--- config.mk ---
export PLATFORM = sky130hd
export DESIGN_NAME = dead_key_compose_translator_unit
export DESIGN_NICKNAME = d
export VERILOG_FILES = /design/src/rtl/core/dkc_pkg.sv /design/src/rtl/core/dead_key_compose_translator_unit.sv
export SDC_FILE = /design/constraint.sdc
export NUM_CORES = 1
export LEC_CHECK = 0
export ABC_AREA = 1
export BUFFER_PORTS_ARGS = -buffer_cell sky130_fd_sc_hd__buf_4
export CORE_UTILIZATION = 44
export DETAILED_ROUTE_END_ITERATION = 10
export HOLD_SLACK_MARGIN = 0.15
export RECOVER_POWER = 25
export SLEW_MARGIN = 20
export SYNTH_ARGS = -nofsm -noshare
export SYNTH_HDL_FRONTEND = slang
export SYNTH_SLANG_ARGS = --single-unit
--- constraint.sdc ---
create_clock -name aclk -period 2.9 [get_ports aclk]
set_input_delay 0.58 -clock aclk [delete_from_list [all_inputs] [get_ports aclk]]
set_output_delay 0.58 -clock aclk [all_outputs]
set_load 0.01 [all_outputs]
--- src/rtl/core/dkc_pkg.sv ---
// Package for the dead key compose translator.
// Holds sizes, event and action codes, key codes and the layout ROM.
// No dependencies.
package dkc_pkg;

    localparam int ENTRY_COUNT        = 12;
    localparam int OUTCOMES_PER_ENTRY = 6;
    localparam int SWALLOW_DEPTH      = 16;

    localparam int ROM_ROWS    = 16;
    localparam int ROM_COLS    = 8;
    localparam int ENTRY_LIMIT = (ENTRY_COUNT < ROM_ROWS) ? ENTRY_COUNT : ROM_ROWS;
    localparam int OUT_LIMIT   = (OUTCOMES_PER_ENTRY < ROM_COLS) ? OUTCOMES_PER_ENTRY : ROM_COLS;

    localparam int SW_IDX_W = $clog2(SWALLOW_DEPTH);
    localparam int SW_CNT_W = $clog2(SWALLOW_DEPTH + 1);

    localparam logic [1:0] KIND_DOWN   = 2'd0;
    localparam logic [1:0] KIND_UP     = 2'd1;
    localparam logic [1:0] KIND_CANCEL = 2'd2;

    localparam logic [2:0] ACT_NONE      = 3'd0;
    localparam logic [2:0] ACT_CHAR      = 3'd1;
    localparam logic [2:0] ACT_MENU_TAP  = 3'd2;
    localparam logic [2:0] ACT_CTRL_DOWN = 3'd3;
    localparam logic [2:0] ACT_CTRL_UP   = 3'd4;

    localparam logic [7:0] KEY_APPS  = 8'h5D;
    localparam logic [7:0] KEY_RALT  = 8'hA5;
    localparam logic [7:0] KEY_SPACE = 8'h20;
    localparam logic [7:0] KEY_ALNUM_LO = 8'h30;
    localparam logic [7:0] KEY_ALNUM_HI = 8'h5A;
    localparam logic [7:0] KEY_PAD_LO   = 8'h60;
    localparam logic [7:0] KEY_PAD_HI   = 8'h6F;
    localparam logic [7:0] KEY_OEM_LO   = 8'hBA;
    localparam logic [7:0] KEY_OEM_HI   = 8'hFE;

    localparam logic [15:0] CH_NBSP  = 16'h00A0;
    localparam logic [15:0] CH_LAQUO = 16'h00AB;
    localparam logic [15:0] CH_RAQUO = 16'h00BB;

    typedef struct packed {
        logic [7:0]  key;
        logic [15:0] plain;
        logic [15:0] shifted;
        logic [3:0]  n;
    } entry_t;

    typedef struct packed {
        logic [7:0]  key;
        logic [15:0] plain;
        logic [15:0] shifted;
    } outcome_t;

    typedef struct packed {
        logic        two;
        logic [15:0] c0;
        logic [15:0] c1;
    } char_pair_t;

    function automatic entry_t rom_entry(logic [3:0] row);
        entry_t e;
        e = '0;
        case (row)
            4'd0:  e = '{8'h45, 16'h00E9, 16'h00C9, 4'd0};
            4'd1:  e = '{8'h41, 16'h00E0, 16'h00C0, 4'd0};
            4'd2:  e = '{8'h43, 16'h00E7, 16'h00C7, 4'd0};
            4'd3:  e = '{8'hBA, 16'h2026, 16'h2026, 4'd0};
            4'd4:  e = '{8'hDB, 16'h00AB, 16'h00AB, 4'd0};
            4'd5:  e = '{8'hDD, 16'h00BB, 16'h00BB, 4'd0};
            4'd6:  e = '{8'h20, 16'h00A0, 16'h00A0, 4'd0};
            4'd7:  e = '{8'h55, 16'h0060, 16'h0060, 4'd6};
            4'd8:  e = '{8'h49, 16'h005E, 16'h005E, 4'd6};
            4'd9:  e = '{8'h4F, 16'h00A8, 16'h00A8, 4'd6};
            4'd10: e = '{8'h50, 16'h00B4, 16'h00B4, 4'd6};
            4'd11: e = '{8'h4E, 16'h007E, 16'h007E, 4'd2};
            default: e = '0;
        endcase
        return e;
    endfunction

    function automatic outcome_t rom_outcome(logic [3:0] row, logic [2:0] col);
        outcome_t o;
        logic [7:0] k;
        o = '0;
        case (col)
            3'd0: k = 8'h41;
            3'd1: k = 8'h45;
            3'd2: k = 8'h49;
            3'd3: k = 8'h4F;
            3'd4: k = 8'h55;
            3'd5: k = 8'h20;
            default: k = 8'h00;
        endcase
        case (row)
            4'd7: begin
                case (col)
                    3'd0: o = '{k, 16'h00E0, 16'h00C0};
                    3'd1: o = '{k, 16'h00E8, 16'h00C8};
                    3'd2: o = '{k, 16'h00EC, 16'h00CC};
                    3'd3: o = '{k, 16'h00F2, 16'h00D2};
                    3'd4: o = '{k, 16'h00F9, 16'h00D9};
                    3'd5: o = '{k, 16'h0060, 16'h0060};
                    default: o = '0;
                endcase
            end
            4'd8: begin
                case (col)
                    3'd0: o = '{k, 16'h00E2, 16'h00C2};
                    3'd1: o = '{k, 16'h00EA, 16'h00CA};
                    3'd2: o = '{k, 16'h00EE, 16'h00CE};
                    3'd3: o = '{k, 16'h00F4, 16'h00D4};
                    3'd4: o = '{k, 16'h00FB, 16'h00DB};
                    3'd5: o = '{k, 16'h005E, 16'h005E};
                    default: o = '0;
                endcase
            end
            4'd9: begin
                case (col)
                    3'd0: o = '{k, 16'h00E4, 16'h00C4};
                    3'd1: o = '{k, 16'h00EB, 16'h00CB};
                    3'd2: o = '{k, 16'h00EF, 16'h00CF};
                    3'd3: o = '{k, 16'h00F6, 16'h00D6};
                    3'd4: o = '{k, 16'h00FC, 16'h00DC};
                    3'd5: o = '{k, 16'h00A8, 16'h00A8};
                    default: o = '0;
                endcase
            end
            4'd10: begin
                case (col)
                    3'd0: o = '{k, 16'h00E1, 16'h00C1};
                    3'd1: o = '{k, 16'h00E9, 16'h00C9};
                    3'd2: o = '{k, 16'h00ED, 16'h00CD};
                    3'd3: o = '{k, 16'h00F3, 16'h00D3};
                    3'd4: o = '{k, 16'h00FA, 16'h00DA};
                    3'd5: o = '{k, 16'h00B4, 16'h00B4};
                    default: o = '0;
                endcase
            end
            4'd11: begin
                case (col)
                    3'd0: o = '{8'h4E, 16'h00F1, 16'h00D1};
                    3'd1: o = '{8'h20, 16'h007E, 16'h007E};
                    default: o = '0;
                endcase
            end
            default: o = '0;
        endcase
        return o;
    endfunction

endpackage

--- src/rtl/core/dead_key_compose_translator_unit.sv ---
// Dead key compose translator, top level.
// An accepted event is registered, evaluated in ST_EVAL and loaded into the output buffer
// in ST_EMIT once that buffer is empty; a key release that searches the swallow list reads
// one list entry per cycle in ST_SRCH and ST_SHIFT. A new event is accepted only in ST_IDLE.
// Reset (aresetn low, synchronous): flags, pending dead key and list count cleared;
// the list memory is not cleared, only entries below the count are read. Uses dkc_pkg.
module dead_key_compose_translator_unit
    import dkc_pkg::*;
(
    input  logic        aclk,
    input  logic        aresetn,
    input  logic        s_tvalid,
    output logic        s_tready,
    input  logic [15:0] s_tdata,   // key_code[7:0], shift[8], left_ctrl_down[9], remote_session[10]
    input  logic [1:0]  s_tuser,   // kind[1:0]
    output logic        m_tvalid,
    input  logic        m_tready,
    output logic [23:0] m_tdata,   // char_code[15:0], swallow[16]
    output logic [2:0]  m_tuser,   // action[2:0]
    output logic        m_tlast
);

    localparam logic [2:0] ST_IDLE  = 3'd0;
    localparam logic [2:0] ST_EVAL  = 3'd1;
    localparam logic [2:0] ST_SRCH  = 3'd2;
    localparam logic [2:0] ST_SHIFT = 3'd3;
    localparam logic [2:0] ST_EMIT  = 3'd4;

    logic [2:0] state_reg, state_next;

    logic [1:0] in_kind_reg;
    logic [7:0] in_key_reg;
    logic       in_shift_reg, in_lctrl_reg, in_remote_reg;

    logic [3:0] pend_entry_reg, pend_entry_next;
    logic       pend_valid_reg, pend_valid_next;
    logic       ralt_reg, ralt_next;
    logic       menu_reg, menu_next;
    logic       armed_reg, armed_next;
    logic       forced_reg, forced_next;
    logic [SW_CNT_W-1:0] cnt_reg, cnt_next;
    logic [SW_IDX_W-1:0] rd_idx_reg, rd_idx_next;

    logic [2:0]  st_act0_reg, st_act0_next, st_act1_reg, st_act1_next;
    logic [15:0] st_chr0_reg, st_chr0_next, st_chr1_reg, st_chr1_next;
    logic        st_two_reg, st_two_next, st_sw_reg, st_sw_next;

    logic [2:0]  ob_act0_reg, ob_act1_reg;
    logic [15:0] ob_chr0_reg, ob_chr1_reg;
    logic        ob_sw_reg;
    logic [1:0]  ob_cnt_reg;

    logic [7:0]          sw_mem [SWALLOW_DEPTH];
    logic                mem_we, mem_re;
    logic [SW_IDX_W-1:0] mem_waddr, mem_raddr;
    logic [7:0]          mem_wdata, mem_rdata_reg;

    entry_t     ent, pend_row, ent_row;
    outcome_t   oc, oc_hit;
    logic       ent_found, oc_found, is_char, emit, rec, done;
    logic [3:0] ent_idx, ent_olim, pend_olim;
    logic [SW_CNT_W-1:0] nxt_idx;
    char_pair_t ch;

    function automatic char_pair_t emit_char(logic [15:0] c);
        char_pair_t p;
        p = '{1'b0, c, 16'h0000};
        if (c == CH_RAQUO) begin
            p = '{1'b1, CH_NBSP, c};
        end else if (c == CH_LAQUO) begin
            p = '{1'b1, c, CH_NBSP};
        end
        return p;
    endfunction

    // ROM lookups on the latched key
    always_comb begin
        ent_found = 1'b0;
        ent_idx   = '0;
        ent       = '0;
        ent_row   = '0;
        for (int i = 0; i < ROM_ROWS; i++) begin
            ent_row = rom_entry(4'(i));
            if (i < ENTRY_LIMIT && !ent_found && ent_row.key == in_key_reg) begin
                ent_found = 1'b1;
                ent_idx   = 4'(i);
                ent       = ent_row;
            end
        end
        ent_olim  = (ent.n < 4'(OUT_LIMIT)) ? ent.n : 4'(OUT_LIMIT);
        pend_row  = rom_entry(pend_entry_reg);
        pend_olim = (pend_row.n < 4'(OUT_LIMIT)) ? pend_row.n : 4'(OUT_LIMIT);
        oc_found  = 1'b0;
        oc_hit    = '0;
        oc        = '0;
        for (int c = 0; c < ROM_COLS; c++) begin
            oc = rom_outcome(pend_entry_reg, 3'(c));
            if (c < int'(pend_olim) && !oc_found && oc.key == in_key_reg) begin
                oc_found = 1'b1;
                oc_hit   = oc;
            end
        end
        is_char = (in_key_reg inside {[KEY_ALNUM_LO:KEY_ALNUM_HI], [KEY_PAD_LO:KEY_PAD_HI],
                                      [KEY_OEM_LO:KEY_OEM_HI], KEY_SPACE});
    end

    assign nxt_idx = SW_CNT_W'(rd_idx_reg) + SW_CNT_W'(1);

    always_comb begin
        state_next      = state_reg;
        pend_entry_next = pend_entry_reg;
        pend_valid_next = pend_valid_reg;
        ralt_next       = ralt_reg;
        menu_next       = menu_reg;
        armed_next      = armed_reg;
        forced_next     = forced_reg;
        cnt_next        = cnt_reg;
        rd_idx_next     = rd_idx_reg;
        st_act0_next    = st_act0_reg;
        st_act1_next    = st_act1_reg;
        st_chr0_next    = st_chr0_reg;
        st_chr1_next    = st_chr1_reg;
        st_two_next     = st_two_reg;
        st_sw_next      = st_sw_reg;
        mem_we          = 1'b0;
        mem_waddr       = cnt_reg[SW_IDX_W-1:0];
        mem_wdata       = in_key_reg;
        mem_re          = 1'b0;
        mem_raddr       = '0;
        emit            = 1'b0;
        rec             = 1'b0;
        done            = 1'b0;
        ch              = '0;
        if (state_reg == ST_EVAL || state_reg == ST_SRCH || state_reg == ST_SHIFT) begin
            st_act0_next = ACT_NONE;
            st_act1_next = ACT_NONE;
            st_chr0_next = '0;
            st_chr1_next = '0;
            st_two_next  = 1'b0;
            st_sw_next   = 1'b0;
        end
        case (state_reg)
            ST_IDLE: begin
                if (s_tvalid) begin
                    state_next = ST_EVAL;
                end
            end
            ST_EVAL: begin
                done = 1'b1;
                case (in_kind_reg)
                    KIND_DOWN: begin
                        if (in_key_reg == KEY_APPS && !in_remote_reg) begin
                            menu_next  = 1'b1;
                            armed_next = 1'b1;
                            st_sw_next = 1'b1;
                        end else begin
                            armed_next = 1'b0;
                            if (in_key_reg == KEY_RALT) begin
                                ralt_next = 1'b1;
                                if (!in_lctrl_reg) begin
                                    forced_next  = 1'b1;
                                    st_act0_next = ACT_CTRL_DOWN;
                                end
                            end else if (is_char) begin
                                if (!pend_valid_reg) begin
                                    if ((ralt_reg || menu_reg) && ent_found) begin
                                        if (ent_olim == 4'd0) begin
                                            emit = 1'b1;
                                            ch   = emit_char(in_shift_reg ? ent.shifted : ent.plain);
                                        end else begin
                                            pend_entry_next = ent_idx;
                                            pend_valid_next = 1'b1;
                                        end
                                        rec        = 1'b1;
                                        st_sw_next = 1'b1;
                                    end
                                end else begin
                                    pend_valid_next = 1'b0;
                                    pend_entry_next = '0;
                                    emit            = 1'b1;
                                    if (oc_found) begin
                                        ch = emit_char(in_shift_reg ? oc_hit.shifted : oc_hit.plain);
                                        rec        = 1'b1;
                                        st_sw_next = 1'b1;
                                    end else begin
                                        ch = emit_char(in_shift_reg ? pend_row.shifted
                                                                    : pend_row.plain);
                                    end
                                end
                            end
                        end
                    end
                    KIND_UP: begin
                        if (in_key_reg == KEY_APPS && !in_remote_reg) begin
                            menu_next  = 1'b0;
                            armed_next = 1'b0;
                            st_sw_next = 1'b1;
                            if (menu_reg && armed_reg) begin
                                st_act0_next = ACT_MENU_TAP;
                            end
                        end else if (in_key_reg == KEY_RALT) begin
                            ralt_next = 1'b0;
                            if (forced_reg) begin
                                forced_next  = 1'b0;
                                st_act0_next = ACT_CTRL_UP;
                            end
                        end else if (cnt_reg != '0) begin
                            mem_re      = 1'b1;
                            mem_raddr   = '0;
                            rd_idx_next = '0;
                            done        = 1'b0;
                            state_next  = ST_SRCH;
                        end
                    end
                    KIND_CANCEL: begin
                        pend_valid_next = 1'b0;
                        pend_entry_next = '0;
                    end
                    default: ;
                endcase
                if (emit) begin
                    st_act0_next = ACT_CHAR;
                    st_chr0_next = ch.c0;
                    st_two_next  = ch.two;
                    st_act1_next = ch.two ? ACT_CHAR : ACT_NONE;
                    st_chr1_next = ch.c1;
                end
                if (rec && cnt_reg < SW_CNT_W'(SWALLOW_DEPTH)) begin
                    mem_we   = 1'b1;
                    cnt_next = cnt_reg + SW_CNT_W'(1);
                end
            end
            ST_SRCH: begin
                if (mem_rdata_reg == in_key_reg) begin
                    if (nxt_idx < cnt_reg) begin
                        mem_re      = 1'b1;
                        mem_raddr   = nxt_idx[SW_IDX_W-1:0];
                        rd_idx_next = nxt_idx[SW_IDX_W-1:0];
                        state_next  = ST_SHIFT;
                    end else begin
                        cnt_next   = cnt_reg - SW_CNT_W'(1);
                        st_sw_next = 1'b1;
                        done       = 1'b1;
                    end
                end else if (nxt_idx < cnt_reg) begin
                    mem_re      = 1'b1;
                    mem_raddr   = nxt_idx[SW_IDX_W-1:0];
                    rd_idx_next = nxt_idx[SW_IDX_W-1:0];
                end else begin
                    done = 1'b1;
                end
            end
            ST_SHIFT: begin
                mem_we    = 1'b1;
                mem_waddr = rd_idx_reg - SW_IDX_W'(1);
                mem_wdata = mem_rdata_reg;
                if (nxt_idx < cnt_reg) begin
                    mem_re      = 1'b1;
                    mem_raddr   = nxt_idx[SW_IDX_W-1:0];
                    rd_idx_next = nxt_idx[SW_IDX_W-1:0];
                end else begin
                    cnt_next   = cnt_reg - SW_CNT_W'(1);
                    st_sw_next = 1'b1;
                    done       = 1'b1;
                end
            end
            ST_EMIT: begin
                if (ob_cnt_reg == 2'd0) begin
                    state_next = ST_IDLE;
                end
            end
            default: state_next = ST_IDLE;
        endcase
        if (done) begin
            state_next = ST_EMIT;
        end
    end

    always_ff @(posedge aclk) begin
        if (mem_we) begin
            sw_mem[mem_waddr] <= mem_wdata;
        end
        if (mem_re) begin
            mem_rdata_reg <= sw_mem[mem_raddr];
        end
    end

    always_ff @(posedge aclk) begin
        if (!aresetn) begin
            state_reg      <= ST_IDLE;
            pend_entry_reg <= '0;
            pend_valid_reg <= 1'b0;
            ralt_reg       <= 1'b0;
            menu_reg       <= 1'b0;
            armed_reg      <= 1'b0;
            forced_reg     <= 1'b0;
            cnt_reg        <= '0;
            ob_cnt_reg     <= 2'd0;
        end else begin
            state_reg      <= state_next;
            pend_entry_reg <= pend_entry_next;
            pend_valid_reg <= pend_valid_next;
            ralt_reg       <= ralt_next;
            menu_reg       <= menu_next;
            armed_reg      <= armed_next;
            forced_reg     <= forced_next;
            cnt_reg        <= cnt_next;
            if (state_reg == ST_EMIT && ob_cnt_reg == 2'd0) begin
                ob_cnt_reg <= st_two_reg ? 2'd2 : 2'd1;
            end else if (m_tvalid && m_tready) begin
                ob_cnt_reg <= ob_cnt_reg - 2'd1;
            end
        end
    end

    always_ff @(posedge aclk) begin
        rd_idx_reg  <= rd_idx_next;
        st_act0_reg <= st_act0_next;
        st_act1_reg <= st_act1_next;
        st_chr0_reg <= st_chr0_next;
        st_chr1_reg <= st_chr1_next;
        st_two_reg  <= st_two_next;
        st_sw_reg   <= st_sw_next;
        if (s_tvalid && s_tready) begin
            in_kind_reg   <= s_tuser;
            in_key_reg    <= s_tdata[7:0];
            in_shift_reg  <= s_tdata[8];
            in_lctrl_reg  <= s_tdata[9];
            in_remote_reg <= s_tdata[10];
        end
        if (state_reg == ST_EMIT && ob_cnt_reg == 2'd0) begin
            ob_act0_reg <= st_act0_reg;
            ob_chr0_reg <= st_chr0_reg;
            ob_act1_reg <= st_act1_reg;
            ob_chr1_reg <= st_chr1_reg;
            ob_sw_reg   <= st_sw_reg;
        end else if (m_tvalid && m_tready) begin
            ob_act0_reg <= ob_act1_reg;
            ob_chr0_reg <= ob_chr1_reg;
        end
    end

    assign s_tready = (state_reg == ST_IDLE);
    assign m_tvalid = (ob_cnt_reg != 2'd0);
    assign m_tlast  = (ob_cnt_reg == 2'd1);
    assign m_tuser  = ob_act0_reg;
    assign m_tdata  = {7'b0, ob_sw_reg, ob_chr0_reg};

endmodule

==> qor.yml <==
setup_path:
  crit_buf_inv: 3
  crit_family: "compound AO/OA/AOI/OAI gates"
  end_kind: "flip-flop"
  slowest_stage: "edfxtp_1"
  cp_max_fo: 11
  r2r_start: "rd_idx_reg[1]"
  cp_common_cell: "o211ai_1"
  path_class: "reg -> reg"
  critPathLaunch: "rd_idx_reg[1]"
  cp-start-kind: "flip-flop"
  critPathRequiredTime_ps: 3210
  slowest_delay_ps: 430
  cp.arrival_ps: 3240
  path_cells: "buf_4 > inv_1 > ha_1 > ha_4 > o2111ai_2 > o211a_1 > nand2_2 > nor2_4 > bufbuf_16 > o211ai_1 > o31ai_2 > o211ai_1 > nand2_1"
placed_design:
  placed_cell_area_mm2: 0.0140
  gp_congestion: 0.959
  dp.final_hpwl_um: 20800
  port_buffers: 39
detailed_routing:
  postRouteAntennaNets: 0
  drt_wl_total_um: 29500
  drt_iter0_drc: 697
  num_vias: 9576
  drt-pass1-iter-count: 5
  vias_per_cell: 5.05
  wl_per_cell_um: 15.6
  drc: 0
global_routing:
  met3_usage: 0.0275
  met1_usage: 0.273
  grtUsageTotal: 0.206
  grt_pass1_vias: 9084
  grt-ovfl-total: 0
  antenna_found_initial: 0
  grt_pass1_wl_um: 46800
  grt_start_max_net_pins: 32
  gr-max-usage-layer: "met2"
  grt_use_met2: 0.348
sta:
  tns_ps: -56.5
  finalSetupViolations: 4
  fin_worst_skew_ps: 34.0
  hold_viol: 0
  fin_crit_sh: 1.01
  worstMarginPinSlew_ps: 1050
  fin_crit_ps: 2930
  layout_setup_ws_ps: -34.5
  fmax_ghz: 0.341
  relSlewSlack: 0.298
  rsz0062_at_grt: "yes"
  slew_viol_final: 0
synth:
  synth_edf_count: 192
  ys.warnings.count: 0
  syn_area_per_cell_um2: 9.34
  synth_cell_types: 53
  yosysSeqAreaShare: 0.574
  yosys-top-cells-area: "edfxtp_1 46%, dfxtp_1 11%, nand2_1 9.1%"
  synth_top_flop_cell: "edfxtp_1"
  synth_area_mm2: 0.0125
  syn_inst: 1339
  ys_seq_elements: 263
  synth_area_leader_cell: "edfxtp_1"
  yosysTopAreaCellShare: 0.461
  async_reset_ff_frac: 0
clocking:
  root_buffer: "clkbuf_16"
  clk_pin_slew_ps: 60
  clk_path_buf_depth: 3
  cts.sinks: 263
  numCtsBuffers: 30
  clkLatencyLatePin_ps: 580
  cts_tree: "done"
  htree_levels: 1
power:
  pwr-share-comb: 0.320
  swShare: 0.333
  peakVddDrop_mv: 0.633
  power_density_mw_per_mm2: 828
  internal_power_uw: 8640
  finalPower_uw: 13000
  leakage_uw: 0.00622
  power_frac_clock: 0.292
  seqPwrFrac: 0.387
  power.switching_uw: 4320
die:
  die_height_um: 171
  die_x_um: 171
  floorplan.initialDensity: 0.449
  rows: 61
  die_area_mm2: 0.0291
  core-area_mm2: 0.0279
  ios: 52
layout:
  drive_gt1_frac: 0.236
  nets: 1537
  diodes: 0
  area_growth_pct: 25.1
  regMostFlops: "sw_mem"
  largest_reg_flops: 128
  postLayoutCellArea_mm2: 0.0156
worst_hold_path:
  hp-start: "s_tdata[0]"
  hp-class: "in -> reg"
outcome:
  violations: "setup timing"
  status: "complete, but fails checks"
run:
  maxCapViolations: 0
## metrics by stage
| stage | std cells | worst slack [ps] | hold slack [ps] | util |
|---|---|---|---|---|
| final | 1898 | -34.5 | 197 | 0.562 |
| after global routing | 1898 | -131 | 184 | 0.562 |
| after CTS | 1886 | -57.5 | 152 | 0.545 |
| after detailed placement | 1820 | -108 | 415 | 0.502 |
| after global placement | 1820 | -56.7 | 411 | 0.502 |
| after floorplan | 1345 | 55.9 | 405 | - |
## layer usage
layer / vias up / wire length [um]
li1: 4817 / -
met1: 4482 / 13400
met2: 220 / 13900
met3: 57 / 1350
met4: 0 / 825
met5: - / 0
## cell usage in the layout (no fill, tap or decap), types with 4 or more instances in the layout
cell,Yosys,final
clkbuf_1,34,10
nor2_1,134,111
o21ai_1,7,17
buf_4,11,127
clkinv_2,1,6
nor2_2,9,20
nand3b_1,5,5
o211ai_1,66,66
buf_12,0,7
ha_1,17,12
nand3_1,50,47
clkbuf_16,0,32
dfxtp_1,71,68
inv_1,164,161
nor4_1,4,4
a21oi_1,30,29
clkbuf_4,0,10
or2_2,12,12
nand3_2,7,7
nand3_4,1,4
nor2_4,2,14
o21ai_0,63,49
nor3_1,36,32
conb_1,1,7
o21ai_2,2,6
inv_2,22,25
nand2_1,302,289
edfxtp_1,192,192
nand4_1,17,17
nand2_4,3,10
nor3_2,2,4
nand2_2,8,14
o31ai_1,19,17
buf_6,1,21
## what timing repair did
action	4_1_cts	5_1_grt
pin swaps	11	25
buffers inserted	9	11
hold buffers	0	0
setup endpoints to repair	85	156
resized for setup	18	94
gates cloned	2	1
## final timing paths
kind | slack (ps) | end | cells past startpoint
hold reg to reg | 420 | st_chr1_reg[8] | 2
setup / recovery | -30 | mem_rdata_reg[4] | 13
setup reg to reg | -30 | mem_rdata_reg[4] | 13
hold / removal | 200 | in_key_reg[0] | 1
## Yosys cell counts (2+ instances only)
master       n
nand2_1    302
edfxtp_1   192
inv_1      164
nor2_1     134
dfxtp_1     71
o211ai_1    66
o21ai_0     63
nand3_1     50
nor3_1      36
clkbuf_1    34
a21oi_1     30
inv_2       22
o31ai_1     19
ha_1        17
nand4_1     17
or2_2       12
buf_4       11
nor2_2       9
buf_2        8
nand2_2      8
nand3_2      7
o21ai_1      7
nand3b_1     5
xor2_1       5
nor4_1       4
a211oi_1     3
nand2_4      3
nand4_4      3
o2111ai_1    3
o21ai_4      3
xnor2_1      3
a41oi_1      2
nor2_4       2
nor3_2       2
o21ai_2      2
o21bai_1     2
o32ai_1      2
## area by class of cell
class	count	area, um^2
multi-input cells	841	4730
inverters	187	703
clock buffers	37	808
fillers	2453	12200
well taps	378	473
flip-flops and latches	263	7190
clock inverters	18	210
repair buffers	174	1530
## cells by family (layout without fill, tap and decap cells)
kind of cell,Yosys count,in the layout,share of synthesized area
flops,263,263,0.574
simple gates,599,599,0.214
xor+xnor,9,9,0.00690
other cells,1,7,0.000300
buf+inv,241,416,0.0771
compound gates,208,208,0.108
fa+ha+maj,18,18,0.0186
## power by group through the flow
stage | clock (uW) | combinational [uW] | sequential [uW]
2_1_floorplan | 0 | 2120 | 5110
3_3_place_gp | 0 | 3610 | 5110
3_5_place_dp | 0 | 3680 | 5120
4_1_cts | 3870 | 3900 | 5020
5_1_grt | 3980 | 4580 | 5070
6_report | 3790 | 4150 | 5020
No activity file was read; power rests on OpenSTA's default activity.
